===== src/hw/rtl/searchable_stack_engine_top_defines.svh =====
// ----------------------------------------------------------------------------
// searchable stack engine assertion macros
// shared property forms for the stack engine checks
// ----------------------------------------------------------------------------
`ifndef SEARCHABLE_STACK_ENGINE_TOP_DEFINES_SVH
`define SEARCHABLE_STACK_ENGINE_TOP_DEFINES_SVH

// same-cycle implication, sampled on clk_i, off during reset
`define SSE_ASSERT_IMPL(lbl, ante, cons) \
  lbl: assert property (@(posedge clk_i) disable iff (!rst_ni) (ante) |-> (cons)) \
    else $error("stack engine check failed");

// next-cycle implication, sampled on clk_i, off during reset
`define SSE_ASSERT_NEXT(lbl, ante, cons) \
  lbl: assert property (@(posedge clk_i) disable iff (!rst_ni) (ante) |=> (cons)) \
    else $error("stack engine check failed");

`endif


===== src/hw/rtl/sse_pkg.sv =====
// ----------------------------------------------------------------------------
// sse_pkg
// shared types and codes of the searchable stack engine
// ----------------------------------------------------------------------------
package sse_pkg;

  localparam int unsigned DefDepth    = 256;
  localparam int unsigned DefWordBits = 32;
  localparam int unsigned DataW       = 32;
  localparam int unsigned StatusW     = 2;
  localparam int unsigned OpW         = 4;

  typedef enum logic [OpW-1:0] {
    OP_PUSH    = 4'd0,
    OP_POP     = 4'd1,
    OP_PEEK    = 4'd2,
    OP_READ    = 4'd3,
    OP_WRITE   = 4'd4,
    OP_SEARCH  = 4'd5,
    OP_REM_IDX = 4'd6,
    OP_REM_VAL = 4'd7,
    OP_DROP    = 4'd8,
    OP_SET_CNT = 4'd9,
    OP_CLEAR   = 4'd10
  } op_e;

  localparam logic [StatusW-1:0] ST_OK   = 2'd0;
  localparam logic [StatusW-1:0] ST_MISS = 2'd1;
  localparam logic [StatusW-1:0] ST_FULL = 2'd2;

  typedef struct packed {
    logic eval;
    logic wr;
    logic shift;
  } cell_cmd_t;

endpackage


===== src/hw/rtl/sse_cell.sv =====
// ----------------------------------------------------------------------------
// sse_cell
// one stack entry: holds a word, compares it, loads or takes its neighbor
// ----------------------------------------------------------------------------
module sse_cell import sse_pkg::*; #(
  parameter int unsigned WordBits = DefWordBits,
  parameter int unsigned CntW     = 9,
  parameter int unsigned Pos      = 0
) (
  input  logic                clk_i,
  input  logic                rst_ni,
  input  cell_cmd_t           cmd_i,
  input  logic [WordBits-1:0] val_i,
  input  logic [CntW-1:0]     pos_i,
  input  logic [CntW-1:0]     cnt_i,
  input  logic [WordBits-1:0] nbr_i,
  output logic [WordBits-1:0] word_o,
  output logic                match_o,
  output logic [WordBits-1:0] tap_o
);

  logic [WordBits-1:0] word_q, word_d;
  logic                match_q;
  logic [WordBits-1:0] tap_q;
  logic                here, in_use, at_or_above, below_top;

  assign here        = (CntW'(Pos) == pos_i);
  assign in_use      = (CntW'(Pos) < cnt_i);
  assign at_or_above = (CntW'(Pos) >= pos_i);
  assign below_top   = (CntW'(Pos + 1) < cnt_i);

  always_comb begin
    word_d = word_q;
    if (cmd_i.wr && here) begin
      word_d = val_i;
    end else if (cmd_i.shift && at_or_above && below_top) begin
      word_d = nbr_i;
    end
  end

  always_ff @(posedge clk_i or negedge rst_ni) begin
    if (!rst_ni) begin
      word_q <= '0;
    end else begin
      word_q <= word_d;
    end
  end

  always_ff @(posedge clk_i) begin
    if (cmd_i.eval) begin
      match_q <= in_use && (word_q == val_i);
      tap_q   <= here ? word_q : '0;
    end
  end

  assign word_o  = word_q;
  assign match_o = match_q;
  assign tap_o   = tap_q;

endmodule

===== config.mk =====
export PLATFORM = sky130hd
export DESIGN_NAME = sse_cell
export DESIGN_NICKNAME = d
export VERILOG_FILES = /design/src/hw/rtl/searchable_stack_engine_top_defines.svh /design/src/hw/rtl/sse_pkg.sv /design/src/hw/rtl/sse_cell.sv
export SDC_FILE = /design/constraint.sdc
export NUM_CORES = 1
export LEC_CHECK = 0
export BUFFER_PORTS_ARGS = -buffer_cell sky130_fd_sc_hd__buf_2
export CAP_MARGIN = 20
export CORE_MARGIN = 1.5
export CORE_UTILIZATION = 37
export DETAILED_ROUTE_END_ITERATION = 10
export PLACE_DENSITY = 0.77
export REMOVE_ABC_BUFFERS = 1
export SLEW_MARGIN = 20
export SYNTH_ARGS = -nofsm -noshare
export SYNTH_HDL_FRONTEND = slang
export SYNTH_SLANG_ARGS = --single-unit

===== constraint.sdc =====
create_clock -name clk_i -period 2.5 [get_ports clk_i]
set_input_delay 0.125 -clock clk_i [delete_from_list [all_inputs] [get_ports clk_i]]
set_output_delay 0.125 -clock clk_i [all_outputs]
set_load 0.01 [all_outputs]

==> impl_metrics.ini <==
[outcome]
status = complete, no violations

[setup_path]
endpoint = match_o
end_kind = flip-flop
crit_type = reg -> reg
regToRegSetupSlack_ns = 0.93
arrival_ns = 1.73
reg2reg_from = word_o[30]
cp_max_fo = 4
worstPathRequired_ns = 2.66
reg2reg_to = match_o
ff2ff_path_depth = 4
startpoint = word_o[30]
cp-start-kind = flip-flop

[cells_and_area]
insertedDiodeCount = 0
layout.nets = 503
area_growth_pct = 30.7
layout-drive-gt1-share_pct = 41.6

[die]
die-area_sq_um = 9240
rows = 33
die_h_um = 96.1
pin_count = 152
fp.dieW_um = 96.1
coreArea_sq_um = 8300
start_util_pct = 38.7

[global_routing]
antenna_found_initial = 0
track_usage_pct = 17.7
grt_util_met3_pct = 2.76
use_met2_pct = 31.6
grt_max_degree = 34
grt_pass1_wl_um = 12100
met1_usage_pct = 21.2
grt_pass1_vias = 2477
grt_busiest_layer = met2
grt.overflow.total = 0

[power_and_ir_drop]
combPwrFrac_pct = 12.3
vdd_drop_max_uv = 196
clkPwrFrac_pct = 33.2
seqPwrFrac_pct = 54.4
power.share.switching_pct = 25.5
power.density_nw_per_um2 = 524
power.internal_uw = 1640
cellLeakagePower_uw = 0.00194
total_power_uw = 2200
switchingPower_uw = 560

[timing]
slew_headroom_pct = 47.9
final.min_clock_period_ns = 1.57
tightestPinTransition_ns = 0.781
setup_viol = 0
max_freq_ghz = 0.636
hold_viol = 0
fin_skew_ns = 0.00844
fin_tns_setup_ns = 0
final_max_slew_viol_count = 0
finalCritPeriodShare_pct = 62.9
rsz0062_at_grt = false

[yosys]
synth_top_family_by_area = simple AND/OR/NAND/NOR gates
yosys.area_share.xor_xnor_pct = 8.74
synth-seq-area-share_pct = 55.9
synth_edf_count = 33
ys_seq_elements = 65
synth_compound_area_share_pct = 6.71
yosys.area.top_type = edfxtp_1
netlist_area_sq_um = 3210
netlist.area_leader.share_pct = 30.9
synthDistinctLibCells = 23
synth_flop_cell = edfxtp_1
yosys-top-cells-count = edfxtp_1 (33), inv_1 (33)
yosys-top-cells-area = edfxtp_1 (31%), dfrtp_1 (25%), mux2i_1 (10%)
synthMuxAreaShare_pct = 9.98
synth_warnings = 0
synthCells = 261
avgSynthCellArea_sq_um = 12.3
yosys.area_share.simple_pct = 11.2
synthArstFlopShare_pct = 49.2
synth_fa_ha_area_share_pct = 0

[placement]
io_buffer_count = 151
hpwl_um = 6010
gp_congestion = 0.730

[clock_network]
cts_hold_buf = 1
clkTransAtPathRegs_ns = 0.07
clk-insertion-delay-late_ns = 0.33
cts_made_buffers = 9
cts_tree = done
ctsResizeCount = 0
htreeDepth = 3
cts-root-buf = clkbuf_8
cts_setup_buffers = 0
numClockSinks = 65
cts_buffer_depth = 2

[detailed_routing]
avgViaCountPerCell = 4.80
drt_iter0_drc = 69
route.detailed.drc = 0
firstDrtPassIters = 4
ant_nets = 0
routed_wl_um = 8120
wire_per_inst_um = 15.4
vias = 2524

[run]
drv_cap = 0

[worst_hold_path]
hold_class = in -> reg
-- area by class of cell --
class                      count  area (sq um)
tap                          105           131
sequential                    65          1790
clock buffer                  11           131
multi-input combinational    150          1180
timing repair buffer         157           816
fill                         778          4110
clock inverter                 5          22.5
inverter                      33           124
-- cells by family (layout without fill, tap and decap cells) --
family | Yosys count | count (layout)
compound gates | 34 | 34
mux | 32 | 32
xor+xnor | 32 | 32
flops | 65 | 65
simple gates | 52 | 52
buf+inv | 46 | 206
-- registers in the layout (all words and copies together) (netlist names) --
register,count
match_o,1
word_o,32
tap_o,32
-- worst min path at each step --
stage               from  cells past startpoint         end
2_1_floorplan     rst_ni                      0   word_o[0]
3_3_place_gp      rst_ni                      1   word_o[6]
3_5_place_dp      rst_ni                      1   word_o[5]
4_1_cts        nbr_i[20]                      3  word_o[20]
5_1_grt        nbr_i[25]                      3  word_o[25]
6_report       nbr_i[23]                      3  word_o[23]
-- worst max-delay path: stages, from the launching register on --
cell and delay [ns]:
dfrtp_1 0.42, xor2_1 0.15, nor4_1 0.42, nand4_1 0.20
nor3_1 0.22
-- per-stage QoR --
step	area (sq um)	setup slack, ns	hold slack (ns)	utilization (%)	instances
3_5_place_dp	4030	0.653	0.254	48.6	509
5_1_grt	4190	0.796	0.0875	50.5	526
2_1_floorplan	3090	-0.377	-0.171	-	248
6_report	4190	0.926	0.0894	50.5	526
3_3_place_gp	4030	0.759	0.223	48.6	509
4_1_cts	4190	0.906	0.0722	50.5	526
-- power by group through the flow --
stage,Clock [uW],Sequential (uW),Combinational [uW]
3_5_place_dp,0,1220,272
6_report,731,1200,271
2_1_floorplan,0,1230,85.3
4_1_cts,757,1200,275
5_1_grt,789,1200,300
3_3_place_gp,0,1220,265
-- cells in the final DEF, fill, tap and decap left out --
cell	n
inv_1	33
clkinv_2	3
mux2i_1	32
nor4_1	10
or3_1	1
nor4_4	2
buf_12	1
and2_2	2
dlygate4sd3_1	1
edfxtp_1	33
buf_4	4
nand4_1	2
nor3_1	1
o21a_2	1
clkbuf_8	9
nand2_1	1
nor2_1	1
clkinv_1	2
xor2_1	32
o22ai_1	32
dfrtp_1	32
buf_2	151
and2_1	30
clkbuf_1	2
or4b_2	1
a21boi_0	1
or4_4	1
-- routing by layer --
| layer | vias to the layer above | share of wire (%) |
|---|---|---|
| met4 | 0 | 1.2 |
| met3 | 10 | 5.4 |
| met1 | 1196 | 41 |
| met2 | 91 | 53 |
| li1 | 1227 | - |
| met5 | - | 0 |
No activity file was read; power rests on OpenSTA's default activity.
